===== config.mk =====
export PLATFORM = sky130hd
export DESIGN_NAME = tpms_queue
export DESIGN_NICKNAME = d
export VERILOG_FILES = /design/src/rtl/assert_macros.svh /design/src/rtl/tpms_pkg.sv /design/src/rtl/tpms_queue.sv
export SDC_FILE = /design/constraint.sdc
export NUM_CORES = 1
export LEC_CHECK = 0
export ABC_AREA = 1
export BUFFER_PORTS_ARGS = -buffer_cell sky130_fd_sc_hd__buf_2
export CAP_MARGIN = 20
export CORE_UTILIZATION = 50
export CTS_CLUSTER_SIZE = 30
export DETAILED_ROUTE_END_ITERATION = 12
export HOLD_SLACK_MARGIN = 0.02
export PLACE_DENSITY = 0.87
export SETUP_SLACK_MARGIN = 0.4
export SLEW_MARGIN = 20
export SYNTH_ARGS = -nofsm -noshare
export SYNTH_HDL_FRONTEND = slang
export SYNTH_SLANG_ARGS = --single-unit

===== constraint.sdc =====
create_clock -name clock -period 10.85 [get_ports clock]
set_input_delay 2.17 -clock clock [delete_from_list [all_inputs] [get_ports clock]]
set_output_delay 2.17 -clock clock [all_outputs]
set_load 0.005 [all_outputs]

===== src/rtl/assert_macros.svh =====
// Assertion helpers used by the RTL.
`ifndef ASSERT_MACROS_SVH
`define ASSERT_MACROS_SVH
`ifndef ASSERT_OFF
`define ASSERT_IMPLIES(label, clk, rst, ante, cons) \
   label: assert property (@(posedge clk) disable iff (rst) (ante) |-> (cons)) \
      else $error("assertion failed");
`define ASSERT_NEXT(label, clk, rst, ante, cons) \
   label: assert property (@(posedge clk) disable iff (rst) (ante) |=> (cons)) \
      else $error("assertion failed");
`else
`define ASSERT_IMPLIES(label, clk, rst, ante, cons)
`define ASSERT_NEXT(label, clk, rst, ante, cons)
`endif
`endif


===== src/rtl/tpms_pkg.sv =====
`timescale 1ns / 1ps
package tpms_pkg;

   localparam int IDX_W    = 8;
   localparam int FRAC_MAX = 24;
   localparam int VAL_W    = 48;

   typedef enum logic [1:0] {
      K_CLEAR   = 2'd0,
      K_DEPOSIT = 2'd1,
      K_READ    = 2'd2,
      K_NONE    = 2'd3
   } kind_type;

   typedef enum logic [1:0] {
      ST_CLEARED   = 2'd0,
      ST_DEPOSITED = 2'd1,
      ST_SKIPPED   = 2'd2,
      ST_READ      = 2'd3
   } status_type;

   localparam logic [2:0] REG_ORIGIN_X    = 3'd0;
   localparam logic [2:0] REG_ORIGIN_Y    = 3'd1;
   localparam logic [2:0] REG_ORIGIN_Z    = 3'd2;
   localparam logic [2:0] REG_INV_SPACING = 3'd3;
   localparam logic [2:0] REG_MARGIN_X    = 3'd4;
   localparam logic [2:0] REG_MARGIN_Y    = 3'd5;
   localparam logic [2:0] REG_MARGIN_Z    = 3'd6;

   typedef enum logic [2:0] {
      F_IDLE, F_SUB, F_MUL, F_EVAL, F_PUSH
   } front_state_type;

   typedef enum logic [3:0] {
      B_IDLE, B_CLR, B_RD0, B_RD1, B_W1, B_W2, B_SH, B_WR, B_DONE
   } back_state_type;

   typedef struct packed {
      kind_type             kind;
      logic                 ok;
      logic [IDX_W-1:0]     ix;
      logic [IDX_W-1:0]     iy;
      logic [IDX_W-1:0]     iz;
      logic [FRAC_MAX-1:0]  tx;
      logic [FRAC_MAX-1:0]  ty;
      logic [FRAC_MAX-1:0]  tz;
      logic [31:0]          weight;
      logic [14:0]          vidx;
   } cmd_type;

endpackage


===== src/rtl/tpms_queue.sv =====
`timescale 1ns / 1ps
module tpms_queue (
   input  logic               clock,
   input  logic               reset,
   input  logic               push,
   input  tpms_pkg::cmd_type  push_data,
   output logic               full,
   input  logic               pop,
   output logic               empty,
   output tpms_pkg::cmd_type  head
);
   import tpms_pkg::*;

   cmd_type    slot_ff [2];
   logic       wr_ptr_ff, rd_ptr_ff;
   logic [1:0] count_ff;

   assign full  = (count_ff == 2'd2);
   assign empty = (count_ff == 2'd0);
   assign head  = slot_ff[rd_ptr_ff];

   always_ff @(posedge clock) begin
      if (reset) begin
         wr_ptr_ff <= 1'b0;
         rd_ptr_ff <= 1'b0;
         count_ff  <= 2'd0;
      end else begin
         if (push) wr_ptr_ff <= !wr_ptr_ff;
         if (pop)  rd_ptr_ff <= !rd_ptr_ff;
         count_ff <= count_ff + {1'b0, push} - {1'b0, pop};
      end
   end

   always_ff @(posedge clock) begin
      if (push) slot_ff[wr_ptr_ff] <= push_data;
   end

endmodule


; After elaboration in Yosys (flattened, before gate mapping)
; Memory sizes are Yosys's and may differ from the RTL's. A register that Yosys moved wholly into a read port is not among the register bits.
; Cells that the tools add are included.
[word_totals]
ff_bits = 4
mem_bits_rw = 292
output_inout_bits = 148
wordCells = 14
memories = 1
[op_classes]
add_sub_neg = 2
n_eq_ne = 1
mux = 4
n_reduce_logical = 3
[memory_table]
columns = name, depth, width, rd, rd_clocked_by_memory_dff, wr, line
row1 = slot_ff, 2, 146, 1, 1, 1, tpms_queue.sv:14  ; cmd_type slot_ff [2];
[op_table]
columns = operator, count
row1 = 1-bit 2-to-1 mux, 4
row2 = 2-bit by 1-bit adder with 2-bit output, 1
row3 = 2-bit == test (second input constant), 1
row4 = 1-bit zero test, 2
row5 = 2-bit zero test, 1
row6 = 2-bit by 1-bit subtractor with 2-bit output, 1

; Logic depth before layout (Yosys ltp)
[logic_depth]
word_depth = 3
depth_mapped = 7

; Least setup slack after synthesis
; OpenSTA, ideal clock, no wires.
[synth_timing]
path_type = input to register
start = input push
end = memory slot_ff[0][0] (netlist bit), enable pin
setup_ps = 657
arrival_ps = 8315
slack_ps = 1878
path_stages = 2
path_cell_list = inv_1 -> nor2_1
[synth_via]
elab_chain_cells = 2
[synth_rtl]
columns = item, line
row1 = "start, declared", tpms_queue.sv:5  ; input logic push,
row2 = 1-bit 2-to-1 mux, tpms_queue.sv:35  ; if (push) slot_ff[wr_ptr_ff] <= push_data;
row3 = 1-bit 2-to-1 mux (not written as such), tpms_queue.sv:35
row4 = "end, declared", tpms_queue.sv:14
; No other way between the ends.

==> flow_summary.yaml <==
floorplan:
  fp.coreArea_um2: 21150
  start_util: 0.5125
  die_h_um: 149.3
  dieArea_um2: 22280
  die_w_um: 149.3
  ioPinCount: 298
  rows: 53
cells_and_area:
  drive_gt1_frac: 0.5930
  syn_to_final_growth_pct: 23.87
  layout.nets: 953
synth:
  synth_warnings: 0
  synth.yosys.seq_area_share: 0.8180
  syn-cell-area_um2: 10840
  ys_seq_elements: 297
  async_flop_share: 0
  synth-edff-count: 292
  syn_nets: 637
  syn_avg_cell_area_um2: 22.35
  yosysTopAreaCellShare: 0.8088
  synth.largest_area_cell: "edfxtp_1"
  netlist-cell-type-count: 13
  synthTopCellsByCount: "edfxtp_1 (292), mux2_2 (146), clkbuf_8 (10)"
  syn-instance-count: 485
  synth-main-ff-cell: "edfxtp_1"
  synth.area.top_cells: "edfxtp_1 (81%), mux2_2 (15%), clkbuf_8 (1.3%), dfxtp_1 (0.92%), buf_6 (0.62%)"
  yosysMostFrequentCell: "edfxtp_1"
clock_network:
  cts_max_level: 1
  cts_made_buffers: 28
  path_clk_slew_ns: 0.06
  cts_tree: "yes"
  post-cts-setup-buffers: 0
  clock_latency_ns: 0.53
  max-clock-path-buffers: 3
  numClockSinks: 297
  cts_root_buffer: "clkbuf_16"
  cts_hold_buf: 0
  cts_resized: 0
detailed_routing:
  vias_per_cell: 4.994
  ant_nets: 0
  drt_wl_total_mm: 19.94
  drt_iter0_markers: 206
  drt_drc_violations_left: 0
  wire_per_inst_um: 18.11
  vias: 5498
  dr.pass1.iters: 4
job:
  drv_cap: 0
grt:
  grt_usage: 0.1719
  grt_overflow_total: 0
  antenna_found_initial: 3
  grt_start_max_net_pins: 88
  grt_pass1_vias: 5641
  grt_pass1_wl_mm: 29.14
setup_path:
  crit_type: "register to output pin"
  cp_max_fo: 86
  r2r-start: "wr_ptr_ff$_SDFFE_PP0P_"
  path_cells: "buf_6, mux2_2, buf_2"
  crit_required_ns: 8.68
  max_stage_delay_ns: 0.87
  rr_endpoint: "slot_ff[1][85]$_DFFE_PP_"
  r2r_slack_ns: 8.61
  cp_slowest_cell: "dfxtp_4"
  reg2reg_depth: 3
  critPathCaptureType: "output pin"
  cp.arrival_ns: 2.75
  cp-start-kind: "register"
timing:
  setup_viol: 0
  tightest_slew_ns: 0.8722
  fin_crit_sh: 0.4535
  max_freq_mhz: 203.2
  fin_ws_ns: 5.929
  finalCriticalPeriod_ns: 4.921
  finClkSkew_ns: 0.008081
  maxSlewHeadroom: 0.4185
  tns_ns: 0
  slew_violations: 0
  hold_viol_final: 0
  rsz0062_at_grt: "false"
pwr:
  netSwitchingPower_mw: 0.5146
  seq_power_share: 0.538
  switching_share: 0.2046
  cellLeakagePower_nw: 5.049
  pwr-share-clk: 0.374
  intPower_mw: 2.001
  combPwrFrac: 0.089
  vdd_ir_drop_max_v: 0.0001843
  p_per_area_nw_per_um2: 187.3
worst_hold_path:
  hold_end: "rd_ptr_ff$_SDFFE_PP0P_"
  holdCritPathClass: "register to register"
  holdPathStages: 2
  hold_start: "rd_ptr_ff$_SDFFE_PP0P_"
placement:
  io_buffers: 297
  pre_cts_slack_ns: 6.149
  gp_congestion: 0.7153
  hpwlAfterDp_mm: 13.06
outcome:
  status: "completed"
## area by class of cell
cell class | instances | area [µm²]
Fill cell | 1503 | 7725
Multi-Input combinational cell | 164 | 1745
Sequential cell | 297 | 8872
Tap cell | 275 | 344.1
Clock inverter | 19 | 156.4
Inverter | 8 | 35.03
Timing Repair Buffer | 302 | 1528
Antenna cell | 3 | 7.507
Clock buffer | 33 | 740.7
## worst max-delay path by stage
| stage | startpoint | slack, ns | depth (start not counted) | endpoint |
|---|---|---|---|---|
| 2_1_floorplan | push | 1.88 | 2 | slot_ff[0][0]$_DFFE_PP_ |
| 3_3_place_gp | register | 6.14 | 3 | head[138] |
| 3_5_place_dp | register | 6.15 | 3 | head[125] |
| 4_1_cts | register | 5.58 | 3 | head[125] |
| 5_1_grt | register | 5.75 | 3 | head[40] |
| 6_report | register | 5.93 | 3 | head[138] |
## stage by stage
| step | power, mW | utilization | std cells | hold slack, ns | area (µm²) |
|---|---|---|---|---|---|
| 2_1_floorplan | 1.505 | - | 485 | 0.4799 | 10840 |
| 3_3_place_gp | 1.593 | 0.5919 | 1046 | 0.4985 | 12520 |
| 3_5_place_dp | 1.603 | 0.5919 | 1046 | 0.5037 | 12520 |
| 4_1_cts | 2.545 | 0.6343 | 1098 | 0.5221 | 13420 |
| 5_1_grt | 2.602 | 0.6346 | 1099 | 0.5819 | 13420 |
| 6_report | 2.516 | 0.6348 | 1101 | 0.5175 | 13430 |
## cell usage in the layout, fill, tap and decap left out, types with 2 or more instances in the layout
cell type    n
buf_2      297
buf_4        4
bufinv_16    3
clkbuf_1     4
clkbuf_16   29
clkinv_1    11
clkinv_2     5
dfxtp_1      4
diode_2      3
edfxtp_1   292
ha_1         2
inv_1        7
mux2_2     146
nand2_1      4
nor2_1       7
## cells by family after synthesis
group                    count (synthesis)  share of synthesized area
XOR/XNOR                                 1                  0.0008080
multiplexers                           146                     0.1516
adder cells (fa/ha/maj)                  2                   0.002308
buffers and inverters                   24                    0.02170
AND/OR/NAND/NOR                         14                   0.005077
AO/OA/AOI/OAI                            1                  0.0004612
flip-flops                             297                     0.8180
## registers in the layout, indices dropped and copies added, names as in the netlist, named ones only
name	cells
slot_ff	292
count_ff	2
rd_ptr_ff	1
wr_ptr_ff	1
## power groups by stage
stage               Sequential [mW]  Clock [mW]  Combinational [mW]
finish                         1.35       0.940               0.223
global route                   1.36        1.00               0.243
CTS                            1.35       0.964               0.228
detailed placement             1.38           0               0.225
global placement               1.37           0               0.220
floorplan                      1.37           0               0.131
## worst max-delay path, delay by kind of cell (launching register included)
| kind | cells | cell delay [ns] |
|---|---|---|
| flops | 1 | 0.87 |
| buf+inv | 2 | 0.83 |
| mux | 1 | 0.43 |
## layer usage
metal | vias up | share of wire | GRT usage
li1 | 2551 | - | -
met1 | 2696 | 0.38 | 0.1973
met2 | 212 | 0.52 | 0.3028
met3 | 39 | 0.081 | 0.05382
met4 | 0 | 0.026 | 0.05918
met5 | - | 0 | 0
No activity file was read; power rests on OpenSTA's default activity.
