**config.mk**
```make
export PLATFORM = sky130hd
export DESIGN_NAME = tpms_front
export DESIGN_NICKNAME = d
export VERILOG_FILES = /design/src/rtl/assert_macros.svh /design/src/rtl/tpms_pkg.sv /design/src/rtl/tpms_front.sv
export SDC_FILE = /design/constraint.sdc
export NUM_CORES = 2
export LEC_CHECK = 0
export ABC_AREA = 1
export BUFFER_PORTS_ARGS = -buffer_cell sky130_fd_sc_hd__buf_4
export CORE_MARGIN = 1.5
export CORE_UTILIZATION = 60
export DETAILED_ROUTE_END_ITERATION = 6
export PLACE_DENSITY_LB_ADDON = 0.1
export SLEW_MARGIN = 20
export SYNTH_ARGS = -nofsm -noshare
export SYNTH_HDL_FRONTEND = slang
export SYNTH_SLANG_ARGS = --single-unit
```
**constraint.sdc**
```tcl
create_clock -name clock -period 9.3 [get_ports clock]
set_input_delay 0.93 -clock clock [delete_from_list [all_inputs] [get_ports clock]]
set_output_delay 0.93 -clock clock [all_outputs]
set_load 0.005 [all_outputs]
```
**src/rtl/assert_macros.svh**
```systemverilog
// Assertion helpers used by the RTL.
`ifndef ASSERT_MACROS_SVH
`define ASSERT_MACROS_SVH
`ifndef ASSERT_OFF
`define ASSERT_IMPLIES(label, clk, rst, ante, cons) \
   label: assert property (@(posedge clk) disable iff (rst) (ante) |-> (cons)) \
      else $error("assertion failed");
`define ASSERT_NEXT(label, clk, rst, ante, cons) \
   label: assert property (@(posedge clk) disable iff (rst) (ante) |=> (cons)) \
      else $error("assertion failed");
`else
`define ASSERT_IMPLIES(label, clk, rst, ante, cons)
`define ASSERT_NEXT(label, clk, rst, ante, cons)
`endif
`endif

```
**src/rtl/tpms_pkg.sv**
```systemverilog
`timescale 1ns / 1ps
package tpms_pkg;

   localparam int IDX_W    = 8;
   localparam int FRAC_MAX = 24;
   localparam int VAL_W    = 48;

   typedef enum logic [1:0] {
      K_CLEAR   = 2'd0,
      K_DEPOSIT = 2'd1,
      K_READ    = 2'd2,
      K_NONE    = 2'd3
   } kind_type;

   typedef enum logic [1:0] {
      ST_CLEARED   = 2'd0,
      ST_DEPOSITED = 2'd1,
      ST_SKIPPED   = 2'd2,
      ST_READ      = 2'd3
   } status_type;

   localparam logic [2:0] REG_ORIGIN_X    = 3'd0;
   localparam logic [2:0] REG_ORIGIN_Y    = 3'd1;
   localparam logic [2:0] REG_ORIGIN_Z    = 3'd2;
   localparam logic [2:0] REG_INV_SPACING = 3'd3;
   localparam logic [2:0] REG_MARGIN_X    = 3'd4;
   localparam logic [2:0] REG_MARGIN_Y    = 3'd5;
   localparam logic [2:0] REG_MARGIN_Z    = 3'd6;

   typedef enum logic [2:0] {
      F_IDLE, F_SUB, F_MUL, F_EVAL, F_PUSH
   } front_state_type;

   typedef enum logic [3:0] {
      B_IDLE, B_CLR, B_RD0, B_RD1, B_W1, B_W2, B_SH, B_WR, B_DONE
   } back_state_type;

   typedef struct packed {
      kind_type             kind;
      logic                 ok;
      logic [IDX_W-1:0]     ix;
      logic [IDX_W-1:0]     iy;
      logic [IDX_W-1:0]     iz;
      logic [FRAC_MAX-1:0]  tx;
      logic [FRAC_MAX-1:0]  ty;
      logic [FRAC_MAX-1:0]  tz;
      logic [31:0]          weight;
      logic [14:0]          vidx;
   } cmd_type;

endpackage

```
**src/rtl/tpms_front.sv**
```systemverilog
`timescale 1ns / 1ps
module tpms_front #(
   parameter int GRID_X    = 32,
   parameter int GRID_Y    = 32,
   parameter int GRID_Z    = 32,
   parameter int FRAC_BITS = 16
) (
   input  logic                 clock,
   input  logic                 reset,
   input  logic                 req_valid,
   output logic                 req_stall,
   input  logic [1:0]           req_kind,
   input  logic signed [31:0]   req_pos_x,
   input  logic signed [31:0]   req_pos_y,
   input  logic signed [31:0]   req_pos_z,
   input  logic [31:0]          req_weight,
   input  logic [14:0]          req_voxel_index,
   input  logic                 csr_we,
   input  logic [2:0]           csr_index,
   input  logic [31:0]          csr_wdata,
   input  logic                 init_busy,
   input  logic                 q_full,
   output logic                 q_push,
   output tpms_pkg::cmd_type    q_data
);
   import tpms_pkg::*;

   localparam int QW = 64 - 2 * FRAC_BITS;

   front_state_type state_ff, state_in;
   logic [31:0] org_x_ff, org_y_ff, org_z_ff, inv_ff;
   logic [4:0]  mar_x_ff, mar_y_ff, mar_z_ff;
   kind_type    kind_ff;
   logic [31:0] px_ff, py_ff, pz_ff, weight_ff;
   logic [14:0] vidx_ff;
   logic [1:0]  axis_ff;
   logic        neg_ff, ok_ff;
   logic [32:0] mag_ff;
   logic [63:0] prod_ff;
   logic [IDX_W-1:0]    ix_ff, iy_ff, iz_ff;
   logic [FRAC_MAX-1:0] tx_ff, ty_ff, tz_ff;

   logic        accept;
   logic [31:0] pos_sel, org_sel;
   logic [4:0]  mar_sel;
   logic [8:0]  size_sel;
   logic signed [32:0] diff;
   logic [QW-1:0]  q;
   logic [QW:0]    q_ext, q_p1;
   logic [2*FRAC_BITS-1:0] r, r_neg;
   logic [FRAC_BITS-1:0]   frac;
   logic [5:0]  lower;
   logic signed [10:0] upper_s;
   logic        axis_ok;

   assign accept = req_valid && !req_stall;

   always_comb begin
      case (axis_ff)
         2'd0: begin
            pos_sel = px_ff; org_sel = org_x_ff; mar_sel = mar_x_ff; size_sel = 9'(GRID_X);
         end
         2'd1: begin
            pos_sel = py_ff; org_sel = org_y_ff; mar_sel = mar_y_ff; size_sel = 9'(GRID_Y);
         end
         default: begin
            pos_sel = pz_ff; org_sel = org_z_ff; mar_sel = mar_z_ff; size_sel = 9'(GRID_Z);
         end
      endcase
   end

   // Grid units: floor of |d| * inv, fraction mirrored for negative d.
   always_comb begin
      diff    = $signed({pos_sel[31], pos_sel}) - $signed({org_sel[31], org_sel});
      q       = prod_ff[63 -: QW];
      r       = prod_ff[2*FRAC_BITS-1:0];
      r_neg   = (2*FRAC_BITS)'(0) - r;
      frac    = neg_ff ? r_neg[2*FRAC_BITS-1 -: FRAC_BITS] : r[2*FRAC_BITS-1 -: FRAC_BITS];
      lower   = (mar_sel == 5'd0) ? 6'd1 : {1'b0, mar_sel};
      upper_s = $signed({2'b00, size_sel}) - $signed({5'b00000, lower});
      q_ext   = {1'b0, q};
      q_p1    = q_ext + (QW+1)'(1);
      axis_ok = (!neg_ff || prod_ff == 64'd0) && !upper_s[10] &&
                (q_ext < (QW+1)'(upper_s[9:0])) && (q_p1 >= (QW+1)'(lower));
   end

   always_comb begin
      state_in = state_ff;
      unique case (state_ff)
         F_IDLE: begin
            if (accept) begin
               if (kind_type'(req_kind) == K_DEPOSIT) state_in = F_SUB;
               else if (kind_type'(req_kind) != K_NONE) state_in = F_PUSH;
            end
         end
         F_SUB:  state_in = F_MUL;
         F_MUL:  state_in = F_EVAL;
         F_EVAL: state_in = (axis_ff == 2'd2) ? F_PUSH : F_SUB;
         F_PUSH: if (!q_full) state_in = F_IDLE;
         default: state_in = F_IDLE;
      endcase
   end

   always_comb begin
      req_stall = (state_ff != F_IDLE) || init_busy;
      q_push    = (state_ff == F_PUSH) && !q_full;
   end

   assign q_data = '{kind: kind_ff, ok: ok_ff, ix: ix_ff, iy: iy_ff, iz: iz_ff,
                     tx: tx_ff, ty: ty_ff, tz: tz_ff, weight: weight_ff, vidx: vidx_ff};

   always_ff @(posedge clock) begin
      if (reset) begin
         state_ff <= F_IDLE;
         org_x_ff <= '0; org_y_ff <= '0; org_z_ff <= '0;
         inv_ff   <= 32'(1) << FRAC_BITS;
         mar_x_ff <= '0; mar_y_ff <= '0; mar_z_ff <= '0;
      end else begin
         state_ff <= state_in;
         if (csr_we) begin
            case (csr_index)
               REG_ORIGIN_X:    org_x_ff <= csr_wdata;
               REG_ORIGIN_Y:    org_y_ff <= csr_wdata;
               REG_ORIGIN_Z:    org_z_ff <= csr_wdata;
               REG_INV_SPACING: inv_ff   <= csr_wdata;
               REG_MARGIN_X:    mar_x_ff <= csr_wdata[4:0];
               REG_MARGIN_Y:    mar_y_ff <= csr_wdata[4:0];
               REG_MARGIN_Z:    mar_z_ff <= csr_wdata[4:0];
               default: ;
            endcase
         end
      end
   end

   always_ff @(posedge clock) begin
      if (accept) begin
         kind_ff   <= kind_type'(req_kind);
         px_ff     <= req_pos_x;
         py_ff     <= req_pos_y;
         pz_ff     <= req_pos_z;
         weight_ff <= req_weight;
         vidx_ff   <= req_voxel_index;
         axis_ff   <= 2'd0;
         ok_ff     <= 1'b1;
      end
      if (state_ff == F_SUB) begin
         neg_ff <= diff[32];
         mag_ff <= diff[32] ? 33'(-diff) : 33'(diff);
      end
      if (state_ff == F_MUL) begin
         // Split the 33-bit magnitude: 32x32 product plus the top bit.
         prod_ff <= 64'(mag_ff[31:0]) * 64'(inv_ff) +
                    (mag_ff[32] ? {inv_ff, 32'd0} : 64'd0);
      end
      if (state_ff == F_EVAL) begin
         ok_ff   <= ok_ff && axis_ok;
         axis_ff <= axis_ff + 2'd1;
         case (axis_ff)
            2'd0: begin ix_ff <= q[IDX_W-1:0]; tx_ff <= FRAC_MAX'(frac); end
            2'd1: begin iy_ff <= q[IDX_W-1:0]; ty_ff <= FRAC_MAX'(frac); end
            default: begin iz_ff <= q[IDX_W-1:0]; tz_ff <= FRAC_MAX'(frac); end
         endcase
      end
   end

endmodule

```
After elaboration in Yosys (flattened, before gate mapping). Index checks and enable logic that the tools add are counted.

Register bits after elaboration: 464. Output and inout bits: 148. Input bits: 186.

Add/sub/neg operators: 7. Bitwise logic cells: 1. $lt $le $gt $ge: 2. Equality and inequality tests: 17. Multiplexer cells: 17. Reduce and logical (&&, ||, !) cells: 31. Multipliers: 1.

Operator list (count): 32-bit one-hot mux with 2 select lines (2); 64-bit adder (1); 64-bit zero test (1); 32-bit by 32-bit multiplier with 64-bit output (1); 64-bit 2-to-1 mux (1); 32-bit by 1-bit adder with 33-bit output, second input constant (1); 33-bit by 5-bit >= comparator with 1-bit output (1); 33-bit negator (1); 32-bit by 32-bit subtractor with 33-bit output (1); 32-bit by 10-bit < comparator with 1-bit output (1); 32-bit 2-to-1 mux (1); 1-bit by 32-bit subtractor with 32-bit output, first input constant (1); 2-bit AND reduction (10); 16-bit 2-to-1 mux (1); 3-bit 2-to-1 mux (5); 3-bit one-hot mux with 5 select lines (1); 3-bit by 2-bit == test with 1-bit output, second input constant (4); 3-bit == test, second input constant (4); 5-bit one-hot mux with 2 select lines (1); 6-bit by 5-bit subtractor with 7-bit output, first input constant (1); 3-bit by 1-bit == test with 1-bit output, second input constant (2); 1-bit logical AND (6); 3-bit zero test (2); 2-bit inequality test, second input constant (3); 16 further kinds (23).

Logic depth before layout (Yosys ltp).
Depth after elaboration: 11. Mapped depth: 30. Gate-level depth less buffers: 28.

Worst setup path before layout. No wires, ideal clock.

Kind: register to register. Start point: register inv_ff[8]. End point: register prod_ff[61] (data pin). Buffers on the path: 2. Path slack: 2656 ps. Data arrival time: 6382 ps. Data required time: 9038 ps. Period minus slack after synthesis: 6644 ps. Cell stages (with the launch flop): 26. Cell sequence: dfxtp_1 -> clkbuf_1 -> clkbuf_1 -> nand2_1 -> fa_1 -> inv_1 -> fa_1 -> inv_1 -> fa_1 -> inv_1 -> fa_1 -> inv_1 -> fa_1 -> fa_1 -> fa_1 -> fa_1 -> inv_1 -> ha_1 -> nand2_1 -> nor2_1 -> inv_1 -> nor4_1 -> nand3_1 -> nand3_1 -> a21oi_1 -> xor2_1.

Word-level cells in the longest chain between the ends: 2. Elaborated cells between the ends (all ways): 3.

Ends and longest elaborated chain: from (decl) (line tpms_front.sv:31) `logic [31:0] org_x_ff, org_y_ff, org_z_ff, inv_ff;`; from (signal assigned) (line tpms_front.sv:116) `inv_ff <= 32'(1) << FRAC_BITS;`; from (signal assigned) (line tpms_front.sv:125) `REG_INV_SPACING: inv_ff <= csr_wdata;`; 32-bit by 32-bit multiplier with 64-bit output / 64-bit 2-to-1 mux (equally long branches) (line tpms_front.sv:152, tpms_front.sv:153); 64-bit adder (*) (line tpms_front.sv:152) `prod_ff <= 64'(mag_ff[31:0]) * 64'(inv_ff) +`; to (signal assigned) (line tpms_front.sv:152); to (decl) (line tpms_front.sv:39) `logic [63:0] prod_ff;`.

Mark *: on every way between the ends. The rest lies on a longest branch, timed or not. A chain may end at the register's enable or synchronous reset.

Worst setup path after layout.
Start point: register mag_ff[29]. End point: register prod_ff[61] (data pin).

Word-level cells in the longest chain between the ends: 2.

Ends and longest elaborated chain: from (decl) (line tpms_front.sv:38) `logic [32:0] mag_ff;`; from (signal assigned) (line tpms_front.sv:148) `mag_ff <= diff[32] ? 33'(-diff) : 33'(diff);`; 32-bit by 32-bit multiplier with 64-bit output (line tpms_front.sv:152); 64-bit adder (line tpms_front.sv:152).

Every way passes these cells.

==> qor.yml <==
run_status:
  status: "finished, final reports clean"
clocking:
  cts-htree-levels: 2
  cts_made_buffers: 51
  cts_tree: "built"
  cts-root-buf: "clkbuf_16"
  cts_setup_buffers: 0
  clk_path_buf_depth: 3
  cts.sinks: 464
  clk_pin_slew_ps: 60
  cts_resized: 0
  holdBufCountCts: 0
  clk-insertion-delay-late_ps: 650
floorplan:
  row_count: 112
  chipHeight_um: 311
  start_util_pct: 60.7
  dieArea_mm2: 0.0966
  pin_count: 334
  die_x_um: 311
  core_area_mm2: 0.0936
cells_and_area:
  area_growth_pct: 9.17
  regArea_mm2: 0.0125
  nets: 8551
  multiInputGateArea_mm2: 0.0362
  fillerInstances: 8107
  drive_above_1_share_pct: 7.96
routing:
  vias: 44800
  drt.antenna.violating_nets: 0
  first_pass_iters: 7
  vias_per_cell: 5.33
  wl_per_cell_um: 20.1
  wl_um: 169000
  drc: 0
  dr.first_iter.drc_count: 4190
sta:
  min_period_ps: 8100
  drv_slew: 0
  relSlewSlack_pct: 16.9
  finClkSkew_ps: 36.6
  timing.final.hold_violations: 0
  fmax_mhz: 123
  rsz0062_at_grt: "no"
  tns_ps: 0
  finalSetupViolCount: 0
  period_share_pct: 87.1
  worstMarginPinSlew_ps: 1250
  worst_slack_ps: 1200
setup_path:
  cp-start-kind: "flip-flop"
  crit_top_cell: "fa_1"
  cp.buffers_inverters: 5
  path_class: "reg -> reg"
  cp_slowest_cell: "edfxtp_1"
  cp.required_ps: 9680
  critical-path-max-stage-delay_ps: 1140
  r2r_slack_ps: 1200
  crit_chain: "buf_4 -> nand2_1 -> fa_1 -> inv_1 -> fa_1 -> fa_1 -> inv_1 -> fa_1 -> inv_1 -> fa_1 -> fa_1 -> fa_1 -> ha_1 -> ha_1 -> nand2_1 -> nor2_1 -> inv_1 -> nor4_1 -> nand3_1 -> nand3_1 -> a21oi_1 -> xor2_1"
  rr_startpoint: "mag_ff[29]"
  cp.arrival_ps: 8480
  cp_top_family: "adder cells"
  cp_max_fo: 18
  critPathCaptureType: "flip-flop"
  r2r_end: "prod_ff[61]"
  ff2ff_path_depth: 22
synth:
  synthesis.area_mm2: 0.0569
  synth_enable_flop_cells: 318
  synth_cells: 6949
  syn_area_per_cell_um2: 8.18
  seq_area_frac_synth_pct: 21.9
  async_reset_ff_share_pct: 0
  synth_flop_cell: "edfxtp_1"
  yosys.cell_count.top_type: "inv_1"
  synth_top_area_cell: "fa_1"
  ys_seq_elements: 464
  netlist.area_leader.share_pct: 32.7
  synthTopCellsByArea: "fa_1, edfxtp_1, inv_1"
  ys_top_cells_by_count: "inv_1, nand2_1, fa_1"
  ys.warnings.count: 0
  ys_types: 50
global_route:
  antenna_found_initial: 5
  gr-usage-all-layers_pct: 35.7
  grt_pass1_vias: 46400
  grt_pass1_wl_um: 262000
  grt_max_degree: 95
  grt-ovfl-total: 0
power:
  ir_drop_mv: 0.149
  power.density_mw_per_mm2: 152
  p_leak_nw: 34.4
run:
  drv_cap: 0
placement:
  pre_cts_slack_ps: 1370
  place_congestion: 1.03
  hpwl_um: 134000
  io_buffers: 309
hold_path:
  hold_end: "mar_x_ff[2]"
  whs_path_depth: 2
  hp-class: "reg -> reg"
  hp-start: "mar_x_ff[2]"
-- state kept, by name, summed over array words and instances, names as in the netlist, 8 cells and up --
signal and count:
iy_ff 8, ix_ff 8, mag_ff 33, vidx_ff 15, px_ff 32, org_z_ff 32, org_y_ff 32, ty_ff 16
tz_ff 16, iz_ff 8, pz_ff 32, py_ff 32, inv_ff 32, org_x_ff 32, prod_ff 64, tx_ff 16
weight_ff 32
-- through the flow --
step	hold slack (ps)	area [um^2]	utilization, %	power (mW)	instances
6_report	453	62100	66.3	9.43	8413
2_1_floorplan	430	56900	-	5.65	6972
3_5_place_dp	445	60400	64.5	7.26	8317
3_3_place_gp	440	60400	64.5	7.21	8317
5_1_grt	436	62100	66.3	10.0	8412
4_1_cts	431	62100	66.3	9.37	8412
-- report_power, final --
group	internal (mW)	switching (mW)	leakage [nW]
registers	2.47	0.135	4.10
logic	1.64	3.10	29.5
clock network	1.21	0.877	0.833
total	5.32	4.11	34.4
-- worst min-delay path, delay by kind of cell, from the launching register on --
kind | cells | cell delay [ps]
flip-flops | 1 | 300
AO/OA/AOI/OAI | 1 | 50
buffers and inverters | 1 | 60
-- cells in the final DEF (no fill, tap or decap), drive strengths merged, types with 4 or more instances in the layout --
cell type,netlist,routed
a21boi,4,4
a21o,15,15
a21oi,142,142
a22o,32,32
a31oi,29,29
and3,9,9
buf,38,407
bufinv,0,5
clkbuf,278,64
clkinv,2,19
clkinvlp,0,6
conb,2,25
dfxtp,146,146
edfxtp,318,318
fa,929,929
ha,320,320
inv,1864,1867
nand2,1721,1721
nand3,129,129
nand3b,13,13
nand4,34,34
nor2,519,519
nor3,30,30
nor4,7,7
o211ai,4,4
o21ai,207,207
o21bai,10,10
o22ai,5,5
xnor2,44,44
xor2,84,84
-- how the worst max path moves through the flow --
stage / start / endpoint / slack (ps) / depth (start not counted)
floorplan: inv_ff[8] / prod_ff[61] / 2660 / 25
global placement: mag_ff[29] / prod_ff[61] / 1340 / 22
detailed placement: mag_ff[29] / prod_ff[61] / 1370 / 22
CTS: mag_ff[29] / prod_ff[61] / 1310 / 22
global route: mag_ff[29] / prod_ff[61] / 910 / 22
finish: mag_ff[29] / prod_ff[61] / 1200 / 22
-- layout make-up --
cell class	count	share of cell area (%)
multi-input cells	4326	58.3
inverters	1866	11.3
diodes	1	0.00403
well taps	1254	2.53
flip-flops and latches	464	20.1
repair buffers	407	4.96
clock inverters	31	0.514
clock buffers	64	2.25
-- per-layer routing --
layer | routed length (um) | GRT usage (%) | vias up
met4 | 7430 | 13.7 | 8
met5 | 101 | 0 | -
li1 | - | - | 20500
met2 | 78100 | 57.9 | 2055
met1 | 66400 | 46.4 | 21800
met3 | 17400 | 8.82 | 382
-- logic make-up after synthesis --
group | Yosys count | share of synthesized area, %
AOI/OAI and AO/OA | 457 | 4.52
xor gates and xnor gates | 128 | 1.97
adders and majority gates | 1249 | 39.7
buffers and inverters | 2182 | 14.6
DFF | 464 | 21.9
other | 2 | 0.0132
and+or+nand+nor | 2467 | 17.2
Power figures use the tool's default switching activity.
